File: src/rtl/wnq_pkg.sv
`default_nettype none
package wnq_pkg;
    localparam int MAX_GRID_WIDTH_DEF = 64;
    localparam int LEVEL_DEPTH = 16384;
    localparam int LEVEL_AW = 14;
    localparam int STEP_UP_Q8 = 154;
    localparam int STAND_HIGH_Q8 = 384;

    typedef enum logic [1:0] {
        OP_LOAD_COLUMN = 2'd0,
        OP_LOAD_LEVEL  = 2'd1,
        OP_QUERY       = 2'd2,
        OP_NONE        = 2'd3
    } op_t;

    localparam logic [0:0] CFG_GRID_WIDTH = 1'b0;
    localparam logic [0:0] CFG_GRID_DEPTH = 1'b1;

    typedef struct packed {
        logic [1:0]  operation;
        logic [13:0] table_index;
        logic [14:0] level_start;
        logic signed [23:0] floor_height;
        logic [22:0] headroom;
        logic signed [7:0] cell_x;
        logic signed [7:0] cell_z;
        logic signed [23:0] query_height;
    } item_t;

    typedef struct packed {
        logic air_here;
        logic wall_adjacent;
    } result_t;
endpackage
`default_nettype wire

File: src/rtl/wnq_if.sv
`default_nettype none
interface wnq_in_if;
    logic valid;
    logic ready;
    wnq_pkg::item_t data;
    modport source (output valid, output data, input ready);
    modport sink (input valid, input data, output ready);
endinterface
`default_nettype wire

File: src/rtl/wnq_front.sv
`default_nettype none
// accepts items into a small queue; the back end pops them
module wnq_front (
    input  wire logic          clk,
    input  wire logic          rst_n,
    wnq_in_if.sink             in_ch,
    input  wire logic          pop,
    output logic               head_valid,
    output wnq_pkg::item_t     head
);
    localparam int QD = 2;
    wnq_pkg::item_t q_reg [QD];
    logic           rd_reg, rd_next;
    logic           wr_reg, wr_next;
    logic [1:0]     cnt_reg, cnt_next;
    logic           push;

    assign in_ch.ready = (cnt_reg != 2'(QD));
    // unused operation codes never enter the queue
    assign push = in_ch.valid && in_ch.ready
                  && (in_ch.data.operation != wnq_pkg::OP_NONE);
    assign head_valid = (cnt_reg != 2'd0);
    assign head = q_reg[rd_reg];

    always_comb
    begin
        rd_next  = rd_reg ^ pop;
        wr_next  = wr_reg ^ push;
        cnt_next = cnt_reg + 2'(push) - 2'(pop);
    end

    always_ff @(posedge clk or negedge rst_n)
    begin
        if (!rst_n)
        begin
            rd_reg  <= 1'b0;
            wr_reg  <= 1'b0;
            cnt_reg <= 2'd0;
        end
        else
        begin
            rd_reg  <= rd_next;
            wr_reg  <= wr_next;
            cnt_reg <= cnt_next;
        end
    end

    always_ff @(posedge clk)
    begin
        if (push)
        begin
            q_reg[wr_reg] <= in_ch.data;
        end
    end

    a_no_overflow: assert property (@(posedge clk) disable iff (!rst_n)
        cnt_reg <= 2'(QD)) else $error("queue overflow");
    a_no_underflow: assert property (@(posedge clk) disable iff (!rst_n)
        pop |-> head_valid) else $error("pop from empty queue");
    a_full_stalls: assert property (@(posedge clk) disable iff (!rst_n)
        (cnt_reg == 2'(QD)) |-> !in_ch.ready) else $error("ready while full");
endmodule
`default_nettype wire

File: src/flat_wrapper.sv
// flat-port wrapper written by rule: the top's interface ports become plain ports
module wnq_front_flat 
  (clk, rst_n, pop, head_valid, head, in_ch_valid, in_ch_data, in_ch_ready);
  wnq_in_if in_ch_i ();
  input  wire logic clk;
  input  wire logic rst_n;
  input  wire logic pop;
  output logic head_valid;
  output wnq_pkg::item_t head;
  input wire logic [$bits(in_ch_i.valid)-1:0] in_ch_valid;
  input wire logic [$bits(in_ch_i.data)-1:0] in_ch_data;
  output wire logic [$bits(in_ch_i.ready)-1:0] in_ch_ready;
  assign in_ch_i.valid = in_ch_valid;
  assign in_ch_i.data = in_ch_data;
  assign in_ch_ready = in_ch_i.ready;
  wnq_front u_core (.clk(clk), .rst_n(rst_n), .in_ch(in_ch_i), .pop(pop), .head_valid(head_valid), .head(head));
endmodule
File: config.mk
export PLATFORM = sky130hd
export DESIGN_NAME = wnq_front_flat
export DESIGN_NICKNAME = d
export VERILOG_FILES = /design/src/rtl/wnq_pkg.sv /design/src/rtl/wnq_if.sv /design/src/rtl/wnq_front.sv /design/src/flat_wrapper.sv
export SDC_FILE = /design/constraint.sdc
export NUM_CORES = 1
export LEC_CHECK = 0
export BUFFER_PORTS_ARGS = -buffer_cell sky130_fd_sc_hd__buf_2
export CAP_MARGIN = 15
export CORE_AREA = 5 5 143 145
export DETAILED_ROUTE_END_ITERATION = 8
export DIE_AREA = 0 0 148 150
export GPL_TIMING_DRIVEN = 0
export PLACE_DENSITY = 0.82
export SLEW_MARGIN = 15
export SYNTH_ARGS = -nofsm -noshare
export SYNTH_HDL_FRONTEND = slang
export SYNTH_SLANG_ARGS = --single-unit
File: constraint.sdc
create_clock -name clk -period 3.58 [get_ports clk]
set_input_delay 0.358 -clock clk [delete_from_list [all_inputs] [get_ports clk]]
set_output_delay 0.358 -clock clk [all_outputs]
set_load 0.1 [all_outputs]
# Word level (Yosys, flattened, before mapping)
# Memory sizes are Yosys's and may differ from the RTL's.
# Index checks and enable logic that the tools add are counted.
[classes]
addsub = 2
n_eq_ne = 2
muxes = 2
n_bitwise = 2
reduce_logical = 3
[ops]
columns = ["cell", "count"]
rows = [
  ["!= test 2 bit, second input constant", 2],
  ["adder 2 x 1 -> 2 bit", 1],
  ["logical AND 1 bit", 2],
  ["two-way mux 1 bit", 2],
  ["nonzero test 2 bit", 1],
  ["subtractor 2 x 1 -> 2 bit", 1],
  ["bitwise XOR 1 bit", 2],
]
[totals]
register_bits = 4
mem_bits_rw = 236
in_bits = 122
output_inout_bits = 120
wordCells = 15
n_memories = 1
[mem_list]
columns = ["memory", "depth", "word_bits", "rd", "rd_clocked_by_memory_dff", "wr", "line_no", "source"]
rows = [
  ["u_core.q_reg", 2, 118, 1, 0, 1, "wnq_front.sv:12", "wnq_pkg::item_t q_reg [QD];"],
]

# Longest topological paths before layout
# Gate-level depths: netlist of run 1.
[logic_depth]
ltp_word = 5
mapped_depth = 4

# Least setup slack after synthesis of run 1
# Ideal clock, no wire load.
[synth_timing]
path_type = "reg-to-reg"
start = "register u_core.cnt_reg[0]"
end = "memory u_core.q_reg[0][0] (netlist name) (enable)"
setup_ns = 0.491
arrival_time_ns = 4.256
required_ns = 3.089
slack_ns = -1.168
stages_incl_launch_ff = 4
n_path_buf = 0
period_less_slack_ns = 4.748
path_cell_list = "dfrtp_1 -> nand2b_1 -> and3_1 -> ha_1"
[synth_via]
elab_chain_cells = 5
[synth_lines]
columns = ["element", "line_no", "source"]
rows = [
  ["start, declared", "wnq_front.sv:15", "logic [1:0] cnt_reg, cnt_next;"],
  ["start signal, assigned", "wnq_front.sv:44", "cnt_reg <= cnt_next;"],
  ["!= test 2 bit", "wnq_front.sv:18", "assign in_ch.ready = (cnt_reg != 2'(QD));"],
  ["net in_ch_ready", "flat_wrapper.sv:12", "output wire logic [$bits(in_ch_i.ready)-1:0] in_ch_ready;"],
  ["logical AND 1 bit", "wnq_front.sv:20", "assign push = in_ch.valid && in_ch.ready"],
  ["logical AND 1 bit", "wnq_front.sv:21", "&& (in_ch.data.operation != wnq_pkg::OP_NONE);"],
  ["two-way mux 1 bit", "wnq_front.sv:50", "if (push)"],
  ["two-way mux 1 bit (not written as such)", "wnq_front.sv:52", "q_reg[wr_reg] <= in_ch.data;"],
  ["end, declared", "wnq_front.sv:12", ""],
]
# The timed path passes the listed nets, and every way through them passes these cells.

==> results of run 1 <==
stage by stage:
step / hold WS [ns] / instance area, um^2 / worst slack (ns) / utilization
2_1_floorplan: 0.0624 / 8770 / 0.106 / -
3_3_place_gp: 0.162 / 10300 / 0.212 / 0.539
3_5_place_dp: 0.170 / 10400 / 1.25 / 0.543
4_1_cts: 0.00264 / 11300 / 1.23 / 0.591
5_1_grt: 0.00792 / 11300 / 1.14 / 0.591
6_report: 0.0266 / 11300 / 1.30 / 0.591
placed cells by master (no fill, tap or decap), types with 2 or more instances in the layout:
master	n
sky130_fd_sc_hd__buf_2	241
sky130_fd_sc_hd__bufinv_16	7
sky130_fd_sc_hd__edfxtp_1	236
sky130_fd_sc_hd__xnor2_1	2
sky130_fd_sc_hd__clkbuf_16	25
sky130_fd_sc_hd__clkinvlp_4	2
sky130_fd_sc_hd__clkinv_1	4
sky130_fd_sc_hd__buf_16	3
sky130_fd_sc_hd__buf_6	12
sky130_fd_sc_hd__dfrtp_1	4
sky130_fd_sc_hd__inv_1	3
sky130_fd_sc_hd__xor2_1	2
sky130_fd_sc_hd__mux2_2	118
sky130_fd_sc_hd__clkinv_2	3
sky130_fd_sc_hd__clkbuf_1	3
routing by layer:
metal  share of wire  global-route usage
met5               0                   0
met4           0.033              0.0503
met3           0.077              0.0457
met2            0.51               0.260
met1            0.38               0.174
area by class of cell:
class | count | area [um^2]
fill | 1353 | 7800
sequential | 240 | 7190
multi-input combinational | 130 | 1440
timing repair buffer | 245 | 1300
clock buffer | 28 | 637
tap | 238 | 298
clock inverter | 17 | 264
buffer | 13 | 143
inverter | 3 | 11.3
cells in the mapped netlist:
master	instances	area share
sky130_fd_sc_hd__edfxtp_1	236	0.81
sky130_fd_sc_hd__mux2_2	118	0.15
sky130_fd_sc_hd__buf_6	12	0.015
sky130_fd_sc_hd__dfrtp_1	4	0.011
sky130_fd_sc_hd__inv_1	3	0.0013
sky130_fd_sc_hd__ha_1	2	0.0029
sky130_fd_sc_hd__xnor2_1	2	0.0020
sky130_fd_sc_hd__xor2_1	2	0.0020
sky130_fd_sc_hd__and2_1	1	0.00071
sky130_fd_sc_hd__and3_1	1	0.00071
sky130_fd_sc_hd__buf_4	1	0.00086
sky130_fd_sc_hd__nand2_1	1	0.00043
sky130_fd_sc_hd__nand2b_1	1	0.00071
sky130_fd_sc_hd__nand4b_1	1	0.0010
sky130_fd_sc_hd__or2_2	1	0.00071
path summary, 6_finish.rpt:
check,start,to,slack [ns]
max in group asynchronous,rst_n,u_core.cnt_reg[1]$_DFF_PN0_,3.25
worst max-delay path,u_core.rd_reg$_DFF_PN0_,head[108],1.30
worst min register to register,u_core.wr_reg$_DFF_PN0_,u_core.wr_reg$_DFF_PN0_,0.68
worst min-delay path,in_ch_data[111],u_core.q_reg[1][111]$_DFFE_PP_,0.03
worst max register to register,u_core.cnt_reg[0]$_DFF_PN0_,u_core.q_reg[0][107]$_DFFE_PP_,1.30
min in group asynchronous,rst_n,u_core.cnt_reg[0]$_DFF_PN0_,0.19
critical path, cell delays in order, from the launching register on:
cell                      delay [ns]
sky130_fd_sc_hd__dfrtp_1        0.36
sky130_fd_sc_hd__buf_6          0.22
sky130_fd_sc_hd__buf_6          0.19
sky130_fd_sc_hd__mux2_2         0.35
sky130_fd_sc_hd__buf_2          0.30
logic make-up (layout without fill, tap and decap cells):
logic type / after synthesis / in the layout
adder cells (fa/ha/maj): 2 / 2
AND/OR/NAND/NOR: 6 / 6
flip-flops: 240 / 240
multiplexers: 118 / 118
XOR/XNOR: 4 / 4
buffers and inverters: 16 / 306
==> flow_summary.toml, run 1 <==
[status]
outcome = "finished clean"

[drt]
routed_wire_length_per_instance_um = 18.8
detailroute.via_count = 4520
route.detailed.vias_per_inst = 4.95
drc = 0
drt_pass1_iterations = 4
drt_wl_total_um = 17200
postRouteAntennaNets = 0
drt_iter0_markers = 178

[synth]
syn-mean-instance-area_um2 = 22.7
synth_xor_area_frac = 0.00400
sequential_to_total_area_share_from_yosys_stat = 0.820
post_synth_mux_area_share = 0.152
synth_adder_area_share = 0.00285
synthesis.area_mm2 = 0.00877
synth_nets = 510
synth.yosys.warnings = 0
postSynthCellCount = 386
synth-compound-area-share = 0
ys_ff_latch = 240
synth_top_family_by_area = "multiplexers"
post_synth_num_cell_types = 15
simple_gate_share_of_the_synthesized_area = 0.00428

[timing]
final-setup-viol-count = 0
finalCritPeriodShare = 0.638
pins_over_their_slew_limit = 0
fin_setup_tns_ns = 0
max_slew.worst_pin.slew_ns = 0.840
clock-skew-final_ns = 0.0223
max_freq_ghz = 0.438
rsz0062_at_grt = "no"
finalCriticalPeriod_ns = 2.28
hold_viol_final = 0
timing.slew.headroom = 0.440

[critical_path]
worst_setup_path_start_kind = "flip-flop"
rr_worst_depth = 4
worst_ep_arrival_time_ns = 1.92
crit_path_end_kind = "output port"
critPathRequiredTime_ns = 3.22
path_max_fanout = 10
path_class = "reg2out"

[clocking]
cts_resized = 0
clkLatencyLatePin_ns = 0.52
numCtsBuffers = 25
clock-sinks = 240
cts_root_buffer = "sky130_fd_sc_hd__clkbuf_16"
ctsLongestPathBuffers = 3
tritoncts = "yes"
worst_setup_hold_path_clk_slew_ns = 0.06
ctsHoldBuffers = 1
postCtsSetupRepairBufs = 0
cts_max_level = 1

[floorplan]
fp.dieH_um = 150
io_pins = 242
std_cell_rows = 51
die_area_mm2 = 0.0222
coreArea_mm2 = 0.0191
fp.dieW_um = 148
initial_utilization = 0.460

[placement]
io_buffers = 241
gpl.final_weighted_congestion = 0.725
dpl.cell_count = 868
dp_hpwl_um = 11900

[global_routing]
grt_first_pass_wirelength_um = 26100
via_count_of_the_first_global_routing_pass = 4952
grt_start_max_net_pins = 61
antenna_found_initial = 0
grt_usage = 0.148
grt_overflow = 0

[min_path]
hold_class = "in2reg"
worstHoldPathCells = 1

[layout]
final-instance-count-excl-fill = 914
flip_flop_count_of_the_largest_register_after_layout = 236
areaGrowthSynthToFinish_pct = 28.7
net_count_reported_at_finish = 782
drive_above_1_share = 0.615
antenna_cells = 0

[run]
max-cap-violations = 0
Power of run 1 is left out: the tool's default activity adds up to more than one toggle a clock period on the data nets, which glitch-free logic cannot reach.
==> inputs of run 2 (changes only) <==
--- a/config.mk
+++ b/config.mk
@@ -7,11 +7,11 @@
 export LEC_CHECK = 0
 export BUFFER_PORTS_ARGS = -buffer_cell sky130_fd_sc_hd__buf_2
 export CAP_MARGIN = 15
-export CORE_AREA = 5 5 143 145
+export CORE_AREA = 5 5 136 138
 export DETAILED_ROUTE_END_ITERATION = 8
-export DIE_AREA = 0 0 148 150
+export DIE_AREA = 0 0 141 143
 export GPL_TIMING_DRIVEN = 0
-export PLACE_DENSITY = 0.82
+export PLACE_DENSITY = 0.86
 export SLEW_MARGIN = 15
 export SYNTH_ARGS = -nofsm -noshare
 export SYNTH_HDL_FRONTEND = slang
==> constraint.sdc (replaced) <==
create_clock -name clk -period 2.3 [get_ports clk]
set_input_delay 0.23 -clock clk [delete_from_list [all_inputs] [get_ports clk]]
set_output_delay 0.23 -clock clk [all_outputs]
set_load 0.1 [all_outputs]
==> flow_summary.toml, run 2 (synthesized netlist as in run 1, its figures left out) <==
[placement]
dp_hpwl_um = 11900
gpl.final_weighted_congestion = 0.790
dpl_worst_slack_ns = 0.465
io_buffers = 241
post_dp_cell_area_mm2 = 0.0104

[global_routing]
grt_usage = 0.194
grt_start_max_net_pins = 54
antenna_found_initial = 0
grt_overflow = 0
grt_first_pass_wirelength_um = 30600
via_count_of_the_first_global_routing_pass = 5762

[status]
outcome = "finished clean"

[layout]
areaGrowthSynthToFinish_pct = 41.7
net_count_reported_at_finish = 901
finalInstanceArea_mm2 = 0.0124
commonest_cells_after_routing_fill_and_taps_aside = "sky130_fd_sc_hd__buf_2 (241), sky130_fd_sc_hd__edfxtp_1 (236), sky130_fd_sc_hd__dlygate4sd3_1 (120), sky130_fd_sc_hd__mux2_2 (118), sky130_fd_sc_hd__clkbuf_16 (25)"
drive_above_1_share = 0.526
mostFrequentLayoutCell = "sky130_fd_sc_hd__buf_2"
antenna_cells = 0
fill_cells = 959
flip_flop_count_of_the_largest_register_after_layout = 236

[floorplan]
die_area_mm2 = 0.0202
fp.dieW_um = 141
coreArea_mm2 = 0.0171
io_pins = 242
fp.dieH_um = 143
initial_utilization = 0.514
std_cell_rows = 48

[timing]
timing.slew.headroom = 0.654
max_slew.worst_pin.slew_ns = 0.522
hold_viol_final = 0
max_freq_ghz = 0.465
finalWorstSetupSlack_ns = 0.148
pins_over_their_slew_limit = 0
hold_slack_ns = 0.0804
rsz0062_at_grt = "no"
clock-skew-final_ns = 0.0139
finalCritPeriodShare = 0.935
final-setup-viol-count = 0
finalCriticalPeriod_ns = 2.15

[critical_path]
timing.critical_path.max_delay_family = "buffers and inverters"
worst_ep_arrival_time_ns = 1.92
critPathRequiredTime_ns = 2.07
worst_setup_path_start_kind = "flip-flop"
max_stage_delay_ns = 0.36
path_class = "reg2out"
cpMaxStageDelayCell = "sky130_fd_sc_hd__dfrtp_1"
critPathBufInv = 3
path_max_fanout = 10
worstPathCellList = "buf_6 -> buf_6 -> mux2_2 -> buf_2"
crit-reg2reg-launch = "u_core.cnt_reg[1]$_DFF_PN0_"
crit_path_end_kind = "output port"
critical_path.startpoint = "u_core.rd_reg$_DFF_PN0_"
critical-path-top-cell-by-count = "sky130_fd_sc_hd__buf_6"

[clocking]
cts_root_buffer = "sky130_fd_sc_hd__clkbuf_16"
clock-sinks = 240
tritoncts = "yes"
cts_max_level = 1
ctsLongestPathBuffers = 3
cts_resized = 0
clkLatencyLatePin_ns = 0.50
worst_setup_hold_path_clk_slew_ns = 0.06
numCtsBuffers = 24

[drt]
drt_pass1_iterations = 4
drc = 0
drt_iter0_markers = 234
postRouteAntennaNets = 0
routed_wire_length_per_instance_um = 19.5
detailroute.via_count = 5038
route.detailed.vias_per_inst = 4.95
drt_wl_total_um = 19800

[run]
max-cap-violations = 0

[min_path]
hold_class = "in2reg"
worst_hold_startpoint = "in_ch_valid"
-- run 2: cell types whose count changed in the layout (fill, tap and decap cells not counted), sizes merged --
cell and delta:
bufinv -2, buf +1, inv -1, clkinv -2
clkbuf +1, clkinvlp +1, dlygate4sd3 +119
-- run 2: worst min-delay path, cell delays in order --
cell and delay, ns:
sky130_fd_sc_hd__buf_2 0.11, sky130_fd_sc_hd__nand4b_1 0.12, sky130_fd_sc_hd__xnor2_1 0.07
-- run 2: timing repair --
item	CTS	global route
endpoints found under the setup margin	0	0
buffers inserted	0	0
endpoints found under the hold margin	241	0
hold buffers	120	0
-- run 2: path summary, 6_finish.rpt --
check | to | slack, ns | depth (start not counted)
hold reg to reg | u_core.wr_reg$_DFF_PN0_ | 0.65 | 3
setup reg to reg | u_core.q_reg[0][103]$_DFFE_PP_ | 0.47 | 4
max in group asynchronous | u_core.cnt_reg[0]$_DFF_PN0_ | 2.07 | 2
min in group asynchronous | u_core.wr_reg$_DFF_PN0_ | 0.10 | 2
hold / removal | u_core.cnt_reg[1]$_DFF_PN0_ | 0.08 | 3
setup / recovery | head[112] | 0.15 | 4
-- run 2: per-stage QoR --
step | util | setup TNS (ns) | instances
detailed placement | 0.609 | 0 | 856
global placement | 0.603 | -16.81 | 852
finish | 0.729 | 0 | 1018
global route | 0.729 | 0 | 1018
CTS | 0.729 | 0 | 1018
floorplan | - | 0 | 386
-- run 2: layer usage --
layer	routed length [um]	track usage
met1	7410	0.224
met2	10800	0.369
met3	1260	0.0425
met4	372	0.0459
met5	0	0
-- run 2: area by class of cell --
| cell class | instances | area (um^2) | share of cell area |
|---|---|---|---|
| Inverter | 3 | 11.3 | 0.000906 |
| Clock inverter | 13 | 199 | 0.0160 |
| Buffer | 13 | 143 | 0.0115 |
| Multi-Input combinational cell | 130 | 1450 | 0.117 |
| Tap cell | 225 | 282 | 0.0227 |
| Sequential cell | 240 | 7190 | 0.578 |
| Timing Repair Buffer | 365 | 2510 | 0.202 |
| Clock buffer | 29 | 641 | 0.0516 |
Power of run 2 is left out for the same reason.
==> inputs of run 3 (changes only) <==
--- a/config.mk
+++ b/config.mk
@@ -5,13 +5,14 @@
 export SDC_FILE = /design/constraint.sdc
 export NUM_CORES = 1
 export LEC_CHECK = 0
+export ABC_AREA = 1
 export BUFFER_PORTS_ARGS = -buffer_cell sky130_fd_sc_hd__buf_2
 export CAP_MARGIN = 15
-export CORE_AREA = 5 5 136 138
+export CORE_AREA = 5 5 137 139
 export DETAILED_ROUTE_END_ITERATION = 8
-export DIE_AREA = 0 0 141 143
+export DIE_AREA = 0 0 142 144
 export GPL_TIMING_DRIVEN = 0
-export PLACE_DENSITY = 0.86
+export PLACE_DENSITY = 0.85
 export SLEW_MARGIN = 15
 export SYNTH_ARGS = -nofsm -noshare
 export SYNTH_HDL_FRONTEND = slang
==> flow_summary.toml, run 3 <==
[clocking]
tritoncts = "yes"
clkLatencyLatePin_ns = 0.50
clock-sinks = 240
numCtsBuffers = 24
cts_resized = 0
worst_setup_hold_path_clk_slew_ns = 0.06
cts_max_level = 1
ctsLongestPathBuffers = 3
cts_root_buffer = "sky130_fd_sc_hd__clkbuf_16"

[global_routing]
grt_first_pass_wirelength_um = 30200
grt_usage = 0.189
antenna_found_initial = 0
grt_overflow = 0
grt_start_max_net_pins = 54
via_count_of_the_first_global_routing_pass = 5733

[synth]
synth_enable_flop_cells = 236
sequential_to_total_area_share_from_yosys_stat = 0.818
syn-mean-instance-area_um2 = 22.0
yosys_most_used_dff = "sky130_fd_sc_hd__edfxtp_1"
postSynthCellCount = 399
synth_top_cell_area_share = 0.806
post_synth_num_cell_types = 12
synth.cells.most_frequent = "sky130_fd_sc_hd__edfxtp_1 (236), sky130_fd_sc_hd__mux2_2 (118), sky130_fd_sc_hd__buf_6 (12), sky130_fd_sc_hd__nand2_1 (12), sky130_fd_sc_hd__inv_1 (8)"
synth_area_leaders = "sky130_fd_sc_hd__edfxtp_1 (81%), sky130_fd_sc_hd__mux2_2 (15%), sky130_fd_sc_hd__buf_6 (1.5%)"
synth_nets = 523
async_reset_ff_frac = 0.0167
synthesis.area_mm2 = 0.00879
area_leader_netlist = "sky130_fd_sc_hd__edfxtp_1"
post-synth-top-count-cell = "sky130_fd_sc_hd__edfxtp_1"
synth.yosys.warnings = 0
ys_ff_latch = 240

[timing]
finalCritPeriodShare = 0.946
clock-skew-final_ns = 0.0119
hold_viol_final = 0
timing.slew.headroom = 0.655
pins_over_their_slew_limit = 0
finalWorstSetupSlack_ns = 0.125
finalCriticalPeriod_ns = 2.17
max_slew.worst_pin.slew_ns = 0.522
final-setup-viol-count = 0
rsz0062_at_grt = "no"
fin_setup_tns_ns = 0
max_freq_ghz = 0.460

[layout]
finalInstanceArea_mm2 = 0.0125
mostFrequentLayoutCell = "sky130_fd_sc_hd__buf_2"
flip_flop_count_of_the_largest_register_after_layout = 236
post_layout_util = 0.712
drive_above_1_share = 0.521
areaGrowthSynthToFinish_pct = 42.1
net_count_reported_at_finish = 921
sequential_cell_area_mm2 = 0.00719
fill_cells = 1038
multiInputGateArea_mm2 = 0.00145
commonest_cells_after_routing_fill_and_taps_aside = "sky130_fd_sc_hd__buf_2 (241), sky130_fd_sc_hd__edfxtp_1 (236), sky130_fd_sc_hd__dlygate4sd3_1 (120), sky130_fd_sc_hd__mux2_2 (118), sky130_fd_sc_hd__clkbuf_16 (25)"

[critical_path]
path_max_fanout = 10
regToRegSetupSlack_ns = 0.37
rr_worst_depth = 7
worst_setup_path_start_kind = "flip-flop"
crit_path_end_kind = "output port"
rr_endpoint = "u_core.q_reg[1][27]$_DFFE_PP_"
crit-reg2reg-launch = "u_core.cnt_reg[1]$_DFF_PN0_"
path_class = "reg2out"
worst_ep_arrival_time_ns = 1.94
critPathRequiredTime_ns = 2.07

[floorplan]
coreArea_mm2 = 0.0175
die_area_mm2 = 0.0204
fp.dieH_um = 144
initial_utilization = 0.501
io_pins = 242
fp.dieW_um = 142
std_cell_rows = 49

[drt]
route.detailed.vias_per_inst = 4.90
postRouteAntennaNets = 0
drt_pass1_iterations = 5
drt_iter0_markers = 204
drc = 0
detailroute.via_count = 5128
routed_wire_length_per_instance_um = 19.3
drt_wl_total_um = 20200

[placement]
dpl_worst_slack_ns = 0.0725
post_dp_cell_area_mm2 = 0.0105
io_buffers = 241
gpl.final_weighted_congestion = 0.787
dp_hpwl_um = 12000

[min_path]
hold_class = "in2async"

[run]
max-cap-violations = 0

[status]
outcome = "finished clean"
-- run 3: changes by cell type in the layout (fill, tap and decap cells not counted), sizes merged, moves of 3 or more --
| cell | previous run | this run |
|---|---|---|
| nand2 | 1 | 12 |
| clkinv | 5 | 14 |
| buf | 258 | 265 |
| inv | 3 | 8 |
| clkbuf | 29 | 26 |
| nor2 | 0 | 3 |
-- run 3: per-stage QoR --
step	hold WS, ns	std cells
final	0.112	1046
after global routing	0.0939	1044
after CTS	0.0493	1039
after detailed placement	0.0445	875
after global placement	0.0367	869
after floorplan	-0.0656	399
-- run 3: per-layer routing --
metal,track usage,wire [um]
met1,0.220,7500
met5,0,0
met4,0.0621,535
met3,0.0394,1210
met2,0.350,11000
-- run 3: logic make-up (layout without fill, tap and decap cells) --
logic type               count (synthesis)  after routing  synth area share
XOR/XNOR                                 1              1          0.000997
adder cells (fa/ha/maj)                  2              2           0.00285
buffers and inverters                   21            437            0.0196
flip-flops                             240            240             0.818
multiplexers                           118            118             0.151
other                                    0              2                 0
AND/OR/NAND/NOR                         17             17           0.00769
-- run 3: worst max path at each step --
stage                           startpoint                              to  slack, ns  cells past startpoint
2_1_floorplan  u_core.cnt_reg[1]$_DFF_PN0_    u_core.q_reg[1][0]$_DFFE_PP_      -0.56                      5
3_3_place_gp               in_ch_data[117]  u_core.q_reg[1][101]$_DFFE_PP_      -1.32                      6
3_5_place_dp               in_ch_data[117]  u_core.q_reg[1][103]$_DFFE_PP_       0.07                      8
4_1_cts                    in_ch_data[117]  u_core.q_reg[1][107]$_DFFE_PP_       0.03                      9
5_1_grt            u_core.rd_reg$_DFF_PN0_                       head[109]       0.06                      4
6_report           u_core.rd_reg$_DFF_PN0_                        head[14]       0.13                      4
-- run 3: repair_timing --
item / CTS / global route
hold buffers: 120 / 0
setup endpoints to repair: 0 / 59
setup buffers: 0 / 5
endpoints found under the hold margin: 241 / 0
-- run 3: cell type report --
class / instances / share of cell area
well taps: 229 / 0.0229
clock buffers: 26 / 0.0504
clock inverters: 18 / 0.0128
repair buffers: 372 / 0.208
plain buffers: 13 / 0.0114
multi-input cells: 138 / 0.116
flip-flops and latches: 240 / 0.575
diodes: 2 / 0.000401
inverters: 8 / 0.00240
-- run 3: critical path: stages, from the launching register on --
cell and delay, ns:
sky130_fd_sc_hd__dfrtp_1 0.37, sky130_fd_sc_hd__buf_6 0.22, sky130_fd_sc_hd__buf_6 0.18, sky130_fd_sc_hd__mux2_2 0.36
sky130_fd_sc_hd__buf_2 0.30
Power of run 3 is left out for the same reason.
